File: config.mk
export PLATFORM = sky130hd
export DESIGN_NAME = round_robin_thread_ring
export DESIGN_NICKNAME = d
export VERILOG_FILES = /design/src/hw/rtl/rrtr_pkg.sv /design/src/hw/rtl/rrtr_ctrl.sv /design/src/hw/rtl/rrtr_datapath.sv /design/src/hw/rtl/round_robin_thread_ring.sv
export SDC_FILE = /design/constraint.sdc
export NUM_CORES = 1
export LEC_CHECK = 0
export BUFFER_PORTS_ARGS = -buffer_cell sky130_fd_sc_hd__buf_2
export CAP_MARGIN = 10
export CORE_MARGIN = 3
export CORE_UTILIZATION = 50
export DETAILED_ROUTE_END_ITERATION = 6
export PLACE_DENSITY = 0.65
export SYNTH_ARGS = -nofsm -noshare
export SYNTH_HDL_FRONTEND = slang
export SYNTH_SLANG_ARGS = --single-unit
export TNS_END_PERCENT = 5
File: constraint.sdc
create_clock -name clk -period 6.6 [get_ports clk]
set_input_delay 0.33 -clock clk [delete_from_list [all_inputs] [get_ports clk]]
set_output_delay 0.33 -clock clk [all_outputs]
set_load 0.05 [all_outputs]
File: src/hw/rtl/rrtr_pkg.sv
// Shared types and constants for the round-robin thread ring.
// Holds action codes, controller states and the control/status structs.
// No dependencies; every other file of the block imports it.
package rrtr_pkg;

	localparam int ACT_W = 2;
	localparam int TID_W = 6;
	localparam int CNT_W = 7;

	// Thread numbers reachable through the 6-bit thread_id port.
	localparam int ID_SPACE = 1 << TID_W;

	localparam int DEF_MAX_THREADS = 64;

	localparam logic [ACT_W-1:0] ACT_ADMIT  = 2'd0;
	localparam logic [ACT_W-1:0] ACT_REMOVE = 2'd1;
	localparam logic [ACT_W-1:0] ACT_PICK   = 2'd2;

	typedef enum logic {
		ST_IDLE,
		ST_EXEC
	} state_t;

	typedef struct packed {
		logic capture;   // accept beat: latch item, issue link reads and first writes
		logic finish;    // finishing cycle: finish links, update ring, load result
	} ctrl_cmd_t;

	typedef struct packed {
		logic out_blocked;   // result register full and not being taken
	} dp_sts_t;

endpackage

File: src/hw/rtl/rrtr_ctrl.sv
// Controller for the round-robin thread ring: two-state sequencer.
// Depends on rrtr_pkg for state_t, ctrl_cmd_t and dp_sts_t.
module rrtr_ctrl (
	input  logic               clk,
	input  logic               arst_n,
	input  logic               in_valid,
	output logic               in_ready,
	input  rrtr_pkg::dp_sts_t  sts,
	output rrtr_pkg::ctrl_cmd_t cmd
);
	import rrtr_pkg::*;

	state_t state_q, state_d;

	always_ff @(posedge clk or negedge arst_n) begin
		if (!arst_n) begin
			state_q <= ST_IDLE;
		end else begin
			state_q <= state_d;
		end
	end

	always_comb begin
		state_d     = state_q;
		in_ready    = 1'b0;
		cmd.capture = 1'b0;
		cmd.finish  = 1'b0;
		case (state_q)
			ST_IDLE: begin
				in_ready = 1'b1;
				if (in_valid) begin
					cmd.capture = 1'b1;
					state_d     = ST_EXEC;
				end
			end
			ST_EXEC: begin
				// hold until the result register can take the beat
				if (!sts.out_blocked) begin
					cmd.finish = 1'b1;
					state_d    = ST_IDLE;
				end
			end
			default: begin
				state_d = ST_IDLE;
			end
		endcase
	end

endmodule

File: src/hw/rtl/rrtr_datapath.sv
// Datapath for the round-robin thread ring: link memories, membership bits,
// head/tail/count registers and the result register. Depends on rrtr_pkg.
module rrtr_datapath #(
	parameter int MAX_THREADS = rrtr_pkg::DEF_MAX_THREADS
) (
	input  logic                        clk,
	input  logic                        arst_n,
	input  rrtr_pkg::ctrl_cmd_t         cmd,
	output rrtr_pkg::dp_sts_t           sts,
	input  logic [rrtr_pkg::ACT_W-1:0]  action,
	input  logic [rrtr_pkg::TID_W-1:0]  thread_id,
	output logic                        out_valid,
	input  logic                        out_ready,
	output logic [rrtr_pkg::TID_W-1:0]  chosen_thread,
	output logic                        chosen_valid,
	output logic                        ignored,
	output logic [rrtr_pkg::CNT_W-1:0]  thread_count
);
	import rrtr_pkg::*;

	localparam int NUM_IDS = (MAX_THREADS < ID_SPACE) ? MAX_THREADS : ID_SPACE;
	localparam int IW      = $clog2(NUM_IDS);
	localparam int CW      = $clog2(MAX_THREADS + 1);

	// link tables
	logic [IW-1:0] next_mem [NUM_IDS];
	logic [IW-1:0] prev_mem [NUM_IDS];

	logic [NUM_IDS-1:0] member_q;
	logic [IW-1:0]      head_q, tail_q;
	logic [CW-1:0]      cnt_q;

	// item held between the accept and finishing cycles
	logic [ACT_W-1:0] act_q;
	logic [IW-1:0]    tid_q;
	logic             ok_q, empty_q, single_q;
	logic [IW-1:0]    rd_next_q, rd_prev_q;

	logic [TID_W-1:0] res_thread_q;
	logic             res_cvalid_q, res_ign_q, out_valid_q;
	logic [CNT_W-1:0] res_cnt_q;

	logic [IW-1:0] tid_idx, rd_addr;
	logic          in_range, is_member, ring_empty, ring_full, ok_now;

	logic          nx_we, pv_we;
	logic [IW-1:0] nx_wa, nx_wd, pv_wa, pv_wd;

	logic [IW-1:0] head_d, tail_d;
	logic [CW-1:0] cnt_d;
	logic          cvalid_d, ign_d;

	assign tid_idx    = thread_id[IW-1:0];
	assign in_range   = (CNT_W'(thread_id) < CNT_W'(NUM_IDS));
	assign is_member  = in_range && member_q[tid_idx];
	assign ring_empty = (cnt_q == '0);
	assign ring_full  = (cnt_q == CW'(MAX_THREADS));
	assign rd_addr    = (action == ACT_PICK) ? head_q : tid_idx;

	always_comb begin
		case (action)
			ACT_ADMIT:  ok_now = in_range && !is_member && !ring_full;
			ACT_REMOVE: ok_now = is_member;
			ACT_PICK:   ok_now = !ring_empty;
			default:    ok_now = 1'b0;
		endcase
	end

	// write ports: first half of an admit on the accept beat, neighbor
	// links on the finishing cycle
	always_comb begin
		nx_we = 1'b0;
		nx_wa = '0;
		nx_wd = '0;
		pv_we = 1'b0;
		pv_wa = '0;
		pv_wd = '0;
		if (cmd.capture && action == ACT_ADMIT && ok_now) begin
			nx_we = 1'b1;
			nx_wa = tid_idx;
			nx_wd = ring_empty ? tid_idx : head_q;
			pv_we = 1'b1;
			pv_wa = tid_idx;
			pv_wd = ring_empty ? tid_idx : tail_q;
		end else if (cmd.finish && ok_q) begin
			case (act_q)
				ACT_ADMIT: begin
					if (!empty_q) begin
						nx_we = 1'b1;
						nx_wa = tail_q;
						nx_wd = tid_q;
						pv_we = 1'b1;
						pv_wa = head_q;
						pv_wd = tid_q;
					end
				end
				ACT_REMOVE: begin
					if (!single_q) begin
						nx_we = 1'b1;
						nx_wa = rd_prev_q;
						nx_wd = rd_next_q;
						pv_we = 1'b1;
						pv_wa = rd_next_q;
						pv_wd = rd_prev_q;
					end
				end
				default: begin
				end
			endcase
		end
	end

	always_ff @(posedge clk) begin
		if (nx_we) begin
			next_mem[nx_wa] <= nx_wd;
		end
		if (pv_we) begin
			prev_mem[pv_wa] <= pv_wd;
		end
		if (cmd.capture) begin
			rd_next_q <= next_mem[rd_addr];
			rd_prev_q <= prev_mem[tid_idx];
		end
	end

	always_ff @(posedge clk) begin
		if (cmd.capture) begin
			act_q    <= action;
			tid_q    <= tid_idx;
			ok_q     <= ok_now;
			empty_q  <= ring_empty;
			single_q <= (cnt_q == CW'(1));
		end
	end

	// ring update for the finishing cycle
	always_comb begin
		head_d   = head_q;
		tail_d   = tail_q;
		cnt_d    = cnt_q;
		cvalid_d = 1'b0;
		ign_d    = 1'b0;
		case (act_q)
			ACT_ADMIT: begin
				ign_d = !ok_q;
				if (ok_q) begin
					if (empty_q) begin
						head_d = tid_q;
					end
					tail_d = tid_q;
					cnt_d  = cnt_q + CW'(1);
				end
			end
			ACT_REMOVE: begin
				ign_d = !ok_q;
				if (ok_q) begin
					if (single_q) begin
						head_d = '0;
						tail_d = '0;
						cnt_d  = '0;
					end else begin
						if (tid_q == head_q) begin
							head_d = rd_next_q;
						end else if (tid_q == tail_q) begin
							tail_d = rd_prev_q;
						end
						cnt_d = cnt_q - CW'(1);
					end
				end
			end
			ACT_PICK: begin
				// the ring is circular, so the old head becomes the tail
				if (ok_q) begin
					head_d   = rd_next_q;
					tail_d   = head_q;
					cvalid_d = 1'b1;
				end
			end
			default: begin
			end
		endcase
	end

	always_ff @(posedge clk or negedge arst_n) begin
		if (!arst_n) begin
			member_q    <= '0;
			head_q      <= '0;
			tail_q      <= '0;
			cnt_q       <= '0;
			out_valid_q <= 1'b0;
		end else begin
			if (cmd.finish) begin
				head_q      <= head_d;
				tail_q      <= tail_d;
				cnt_q       <= cnt_d;
				out_valid_q <= 1'b1;
				if (ok_q && act_q == ACT_ADMIT) begin
					member_q[tid_q] <= 1'b1;
				end else if (ok_q && act_q == ACT_REMOVE) begin
					member_q[tid_q] <= 1'b0;
				end
			end else if (out_ready) begin
				out_valid_q <= 1'b0;
			end
		end
	end

	always_ff @(posedge clk) begin
		if (cmd.finish) begin
			res_thread_q <= cvalid_d ? TID_W'(head_q) : '0;
			res_cvalid_q <= cvalid_d;
			res_ign_q    <= ign_d;
			res_cnt_q    <= CNT_W'(cnt_d);
		end
	end

	assign sts.out_blocked = out_valid_q && !out_ready;
	assign out_valid       = out_valid_q;
	assign chosen_thread   = res_thread_q;
	assign chosen_valid    = res_cvalid_q;
	assign ignored         = res_ign_q;
	assign thread_count    = res_cnt_q;

endmodule

File: src/hw/rtl/round_robin_thread_ring.sv
// Top level of the round-robin thread ring scheduler queue.
// Instantiates rrtr_ctrl and rrtr_datapath; depends on rrtr_pkg.
//
// Usage:
//  - Input channel (in_valid/in_ready) carries one beat per action:
//    action = admit, remove or pick next, with thread_id for admit/remove.
//  - Output channel (out_valid/out_ready) returns exactly one result beat
//    per input beat: chosen_thread, chosen_valid, ignored, thread_count.
//  - Each action has an accept cycle and a finishing cycle: the accept cycle
//    issues the link-table reads (and the new thread's own links for an
//    admit), the finishing cycle rewrites the neighbor links, since each link
//    table has one write port. A new action is accepted only once the last
//    has finished; the finishing cycle loads its result onto out_valid.
//  - Invalid admits (member, full ring, thread out of range) and removes of
//    non-members leave the ring untouched and return ignored = 1.
//  - Reset clears head, tail, count and all membership bits at once; the
//    link tables need no clearing and the block takes a beat right away.
//  - When the receiver stalls, the result register holds; the next action
//    is still accepted and waits in its finishing state until the result
//    register is drained.
module round_robin_thread_ring #(
	parameter int MAX_THREADS = rrtr_pkg::DEF_MAX_THREADS
) (
	input  logic                        clk,
	input  logic                        arst_n,
	input  logic                        in_valid,
	output logic                        in_ready,
	input  logic [rrtr_pkg::ACT_W-1:0]  action,
	input  logic [rrtr_pkg::TID_W-1:0]  thread_id,
	output logic                        out_valid,
	input  logic                        out_ready,
	output logic [rrtr_pkg::TID_W-1:0]  chosen_thread,
	output logic                        chosen_valid,
	output logic                        ignored,
	output logic [rrtr_pkg::CNT_W-1:0]  thread_count
);
	import rrtr_pkg::*;

	ctrl_cmd_t cmd;
	dp_sts_t   sts;

	// sequencer: accept, then finish once the result register is free
	rrtr_ctrl u_ctrl (
		.clk      (clk),
		.arst_n   (arst_n),
		.in_valid (in_valid),
		.in_ready (in_ready),
		.sts      (sts),
		.cmd      (cmd)
	);

	// link tables, ring registers and the result register
	rrtr_datapath #(
		.MAX_THREADS (MAX_THREADS)
	) u_dp (
		.clk           (clk),
		.arst_n        (arst_n),
		.cmd           (cmd),
		.sts           (sts),
		.action        (action),
		.thread_id     (thread_id),
		.out_valid     (out_valid),
		.out_ready     (out_ready),
		.chosen_thread (chosen_thread),
		.chosen_valid  (chosen_valid),
		.ignored       (ignored),
		.thread_count  (thread_count)
	);

endmodule

# [Yosys cells after proc, flatten, opt, wreduce, memory -nomap -nowiden]
# Memories as Yosys holds them, arrays and structs flattened. A register that Yosys moved wholly into a read port is not among the register bits.
# Cells that the tools add are included.
[classes] magnitude_cmp=3 add_sub_neg=2 muxes=63 bitwise_logic=4 n_reduce_logical=23 n_eq_ne=15
[op_table] operator="$mux W6" count=28
[op_table] operator="$mux W64" count=2
[op_table] operator="$and A64 B64 Y64" count=1
[op_table] operator="$not A64 Y64" count=1
[op_table] operator="$or A64 B64 Y64" count=1
[op_table] operator="$pmux W6 S2" count=4
[op_table] operator="$pmux W6 S3" count=2
[op_table] operator="$mux W7" count=3
[op_table] operator="$mux W1" count=18
[op_table] operator="$lt A6 B7 Y1 const B" count=2
[op_table] operator="$pmux W7 S2" count=1
[op_table] operator="$reduce_and A7 Y1" count=2
[op_table] operator="$eq A6 B6 Y1" count=2
[op_table] operator="$logic_and A1 B1 Y1" count=8
[op_table] operator="$ne A2 B1 Y1 const B" count=4
[op_table] operator="$add A7 B1 Y7 const B" count=1
[op_table] operator="$eq A7 B1 Y1 const B" count=1
[op_table] operator="$eq A7 B7 Y1 const B" count=1
[op_table] operator="$logic_not A7 Y1" count=1
[op_table] operator="$sub A7 B1 Y7 const B" count=1
[op_table] operator="$bmux W1 S6" count=1
[op_table] operator="$demux W1 S6" count=1
[op_table] operator="$ge A6 B1 Y1 const B" count=1
[op_table] operator="$ne A3 B1 Y1 const B" count=2
[op_table] operator="other kinds (12)" count=21
[totals] regBits=111 n_memories=2 ramBits=768
[mem_list] name="u_dp.next_mem" words=64 width=6 rd=1 rd_clocked_by_memory_dff=1 write_ports=1 line="rrtr_datapath.sv:26" source="logic [IW-1:0] next_mem [NUM_IDS];"
[mem_list] name="u_dp.prev_mem" words=64 width=6 rd=1 rd_clocked_by_memory_dff=1 write_ports=1 line="rrtr_datapath.sv:27" source="logic [IW-1:0] prev_mem [NUM_IDS];"

# [Logic depth before layout (Yosys ltp)]
[logic_depth] ltp_word=9 ltp_mapped=13

# [Modules after synthesis]
# Synthesis repeated with hierarchy kept, for this count alone.
[unflattened] hier_cells=2032 area_unflattened_um2=37483.4
[modules_own_cells] module="rrtr_datapath" n_inst=1 area_each_um2=37425.9 cells_each=2027
[modules_own_cells] module="rrtr_ctrl" n_inst=1 area_each_um2=57.6 cells_each=5

# [Worst setup path after synthesis]
# OpenSTA, ideal clock, no wires.
[synth_timing] path_kind="register -> register" from="reg u_ctrl.state_q" to="mem u_dp.next_mem[0][0] (netlist name) (data pin)" synth_period_minus_slack_ps=5203 setup_ps=553 stages_incl_launch_ff=10 arrival_time_ps=4650 slack_ps=1397 path_cell_list="dfrtp_1 -> nor2b_1 -> nand3_1 -> nor2_1 -> nand2_1 -> o2bb2a_4 -> buf_6 -> buf_2 -> buf_1 -> o22ai_1"
[synth_lines] item="start, declared" line="rrtr_ctrl.sv:13" source="state_t state_q, state_d;"
[synth_lines] item="start signal, assigned" line="rrtr_ctrl.sv:19" source="state_q <= state_d;"
[synth_lines] item="end, declared" line="rrtr_datapath.sv:26"

# [Final worst setup path]
[layout_timing] from="reg u_dp.out_valid_q, in the netlist u_dp.out_valid" to="mem u_dp.next_mem[19][0] (netlist name) (enable)"
[layout_via] elab_chain_cells=8 word_cells_on_any_way=10 classes_between="8 x mux; 2 x reduce/logical"
[layout_rtl] item="start, declared" line="rrtr_datapath.sv:40" source="logic res_cvalid_q, res_ign_q, out_valid_q;"
[layout_rtl] item="start signal, assigned" line="rrtr_datapath.sv:190" source="out_valid_q <= 1'b0;"
[layout_rtl] item="start signal, assigned" line="rrtr_datapath.sv:196" source="out_valid_q <= 1'b1;"
[layout_rtl] item="start signal, assigned" line="rrtr_datapath.sv:203" source="out_valid_q <= 1'b0;"
[layout_rtl] item="$logic_and A1 B1 Y1 (*)" line="rrtr_datapath.sv:217" source="assign sts.out_blocked = out_valid_q && !out_ready;"
[layout_rtl] item="$mux W1 (*)" line="rrtr_ctrl.sv:38" source="if (!sts.out_blocked) begin"
[layout_rtl] item="$mux W1 (*)" line="rrtr_ctrl.sv:28" source="case (state_q)"
[layout_rtl] item="$logic_and A1 B1 Y1 (*)" line="rrtr_datapath.sv:85" source="end else if (cmd.finish && ok_q) begin"
[layout_rtl] item="$mux W1" line="rrtr_datapath.sv:85"
[layout_rtl] item="$mux W1" line="rrtr_datapath.sv:78" source="if (cmd.capture && action == ACT_ADMIT && ok_now) begin"
[layout_rtl] item="$mux W1" line="rrtr_datapath.sv:114" source="if (nx_we) begin"
[layout_rtl] item="$mux W1 (implied by the code)" line="rrtr_datapath.sv:115" source="next_mem[nx_wa] <= nx_wd;"
# Every way passes the cells marked *; elsewhere a longest branch is shown, timed or not.

==> impl_metrics.toml <==
[outcome]
status = "finished with violations"
violations = "design-rule violations"

[place]
placed_cell_area_sq_mm = 0.03832
dp_hpwl_mm = 52.55
place_congestion = 0.8886
port_buffers = 28

[critical_path]
r2r_end = "u_dp.next_mem[19][0]"
criticalPathCategory = "reg2reg"
cp_max_fo = 27
cp-startpoint = "u_dp.out_valid"
rrSetupSlack_ns = 1.71
r2r_cells = 9
end_kind = "register"
crit_end = "u_dp.next_mem[19][0]"
cp.arrival_ns = 5.15
r2r-start = "u_dp.out_valid"
worstPathRequired_ns = 6.86
startpoint_type = "register"

[sta]
fmax_mhz = 204.3
hold_violations = 0
maxSlewHeadroom_pct = 17.02
worst_slew_pin_slew_ns = 1.239
setup_violations = 0
fin_crit_ns = 4.894
tns_ns = 0
slew_viol_final = 0
fin_skew_ns = 0.03411
rsz0062_at_grt = "no"
finalCritPeriodShare_pct = 74.15

[floorplanning]
fp.dieArea_sq_mm = 0.07746
die_w_microns = 278.3
coreArea_sq_mm = 0.07321
io_pins = 29
start_util_pct = 50.65
die_h_microns = 278.3
num_rows = 99

[cts]
clk_latency_ns = 0.65
cts.sinks = 891
cts_resized = 0
htreeDepth = 3
cts_tree = "done"
cts_buffer_depth = 3
cts_inserted_buffers = 91
cts_root_buffer = "clkbuf_16"
cts.clk_slew.worst_paths_ns = 0.06

[synth]
yosysWarningCount = 0
ys_ff_latch = 891
synth_top_cell_by_area = "edfxtp_1"
synth_top_cell_area_share_pct = 65.28
post_synth_mux_area_share_pct = 15.86
synthSimpleGateAreaFrac_pct = 5.059
synth_xor_area_share_pct = 0.4488
synth-main-ff-cell = "edfxtp_1"
synth_area_per_cell_sq_um = 17.75
async_reset_ff_share_pct = 9.540
synth_top_family_by_area = "multiplexers"
synth_fa_ha_area_share_pct = 0.2700
synth.cell_area_sq_mm = 0.03708
synth_cell_types = 59
synth-seq-area-share_pct = 71.02
synth_compound_area_share_pct = 5.318
synth_edf_count = 806
synthTopCellsByArea = "edfxtp_1, mux4_2, dfrtp_1, nor2_1, nand2_1"
syn-instance-count = 2089
synth_nets = 2109

[final_layout]
fin_area_sq_mm = 0.04151
layout-drive-gt1-share_pct = 23.21
area_growth_pct = 11.95
finish.net_count = 2140
antennaDiodeCount = 0

[power_and_ir_drop]
p_leak_nw = 13.52
cellPowerDensity_mw_per_mm2 = 335.0
ir_worst_vdd_mv = 0.1943

[detailed_routing]
first_pass_iters = 7
via_per_inst = 6.352
drtIter0Drc = 2436
ant_nets = 0
routedWlPerCell_microns = 27.53
drc = 1
routed-via-count = 20020
wl_mm = 86.78

[global_route]
grt_pass1_vias = 20287
grt_max_degree = 97
track_usage_pct = 22.74
overflow = 0
grt_first_pass_wirelength_mm = 133.1
antenna_found_initial = 0

[flow_run]
cap_violations = 0

[hold_path]
hp-class = "in2reg"
hold_depth = 1
synthesized netlist by cell type, types with 4 or more instances:
cell type	n
edfxtp_1	806
mux4_2	225
nor2_1	176
nand2_1	130
dfrtp_1	85
clkbuf_1	80
o21ai_0	60
a22oi_1	49
o31ai_1	42
mux2_2	39
a21oi_1	36
and2_1	31
inv_1	27
a211oi_1	26
a31oi_1	26
mux2i_1	23
o22ai_1	23
buf_4	18
nand3_1	18
nor3_1	16
buf_2	13
xor2_1	12
buf_1	11
and3_1	9
ha_1	8
nand2b_1	7
nand4_1	7
xnor2_1	7
nor2b_1	6
nor4_1	6
buf_6	5
mux4_1	5
a21o_1	4
a22o_1	4
nor2_2	4
o2111ai_1	4
layout make-up:
type / instances / area (sq um)
flip-flops and latches: 891 / 26330
multi-input cells: 1039 / 10230
clock inverters: 61 / 784.5
clock buffers: 105 / 2351
well taps: 959 / 1200
fillers: 5356 / 31700
repair buffers: 67 / 496.7
inverters: 30 / 112.6
state kept, by name, indices dropped and copies added, names as in the netlist, 2 cells and up, named ones only:
register            flops
u_dp.act_q              2
u_dp.chosen_thread      6
u_dp.cnt_q              7
u_dp.head_q             6
u_dp.next_mem         384
u_dp.prev_mem         384
u_dp.rd_next_q          6
u_dp.rd_prev_q          6
u_dp.tail_q             6
u_dp.thread_count       7
u_dp.tid_q              6
cell usage in the layout (no fill, tap or decap), drive strengths merged, types with 5 or more instances in the layout:
master,synthesis,routed
nand2b,7,7
mux4,230,230
nand3,20,20
and2,31,31
and3,9,9
a22oi,49,49
xor2,12,12
clkbuf,80,106
o21ai,63,63
o31ai,42,42
nor3,16,16
nand4,7,7
nand2,130,130
nor2b,6,6
nor4,6,6
o22ai,26,26
a31oi,26,26
a211oi,26,26
inv,28,31
dlygate4sd3,0,5
clkinv,2,40
nand3b,5,5
mux2,39,39
buf,49,61
xnor2,7,7
mux2i,24,24
bufinv,0,16
nor2,180,180
a21oi,36,36
dfrtp,85,85
edfxtp,806,806
ha,8,8
kinds of logic (layout without fill, tap and decap cells):
group	after synthesis	count (layout)
XOR/XNOR	19	19
adder cells (fa/ha/maj)	8	8
AO/OA/AOI/OAI	295	295
buffers and inverters	159	263
flip-flops	891	891
multiplexers	293	293
AND/OR/NAND/NOR	424	424
metal layers:
metal / vias up / global-route usage [%] / part of all wire (%)
met5: - / 0 / 0
met4: 0 / 6.146 / 2.3
met3: 148 / 4.714 / 8.8
met2: 958 / 34.81 / 47
met1: 10443 / 33.77 / 42
li1: 8471 / - / -
stage by stage:
| stage | cells | worst slack [ns] | power [mW] | hold WS [ns] | util (%) |
|---|---|---|---|---|---|
| floorplan | 2089 | 1.397 | 7.989 | 0.03441 | - |
| global placement | 2981 | 1.768 | 8.606 | 0.4618 | 52.35 |
| detailed placement | 2981 | 1.762 | 8.639 | 0.4676 | 52.35 |
| CTS | 3152 | 1.772 | 13.98 | 0.04208 | 56.70 |
| global route | 3152 | 1.489 | 14.37 | 0.05978 | 56.70 |
| finish | 3152 | 1.706 | 13.91 | 0.08385 | 56.70 |
power breakdown:
part | switching (mW) | leakage (nW) | internal [mW]
combinational | 1.24 | 3.49 | 0.648
clock | 2.17 | 1.53 | 3.20
sequential | 0.221 | 8.50 | 6.43
total | 3.63 | 13.5 | 10.3
timing repair:
item	4_1_cts	5_1_grt
setup buffers	0	0
hold buffers	5	0
hold endpoints to repair	89	0
worst min path at each step:
| stage | slack [ns] | start | to |
|---|---|---|---|
| 6_report | 0.08 | thread_id[4] | u_dp.tid_q[4] |
| 3_3_place_gp | 0.46 | register | register |
| 4_1_cts | 0.04 | thread_id[4] | u_dp.tid_q[4] |
| 3_5_place_dp | 0.47 | register | register |
| 2_1_floorplan | 0.03 | arst_n | async pin |
| 5_1_grt | 0.06 | thread_id[4] | u_dp.tid_q[4] |
worst max-delay path, cell delays in order (launching register included):
cell and delay, ns:
dfrtp_1 0.37, nand2b_1 0.10, nand2_1 0.12, inv_1 0.72, nand2b_2 0.79, nor2_1 0.71, a21oi_1 0.14, a211oi_1 0.41
o311ai_2 0.46, nor2_1 0.64
Note: power is estimated with default switching activity, not from simulation.
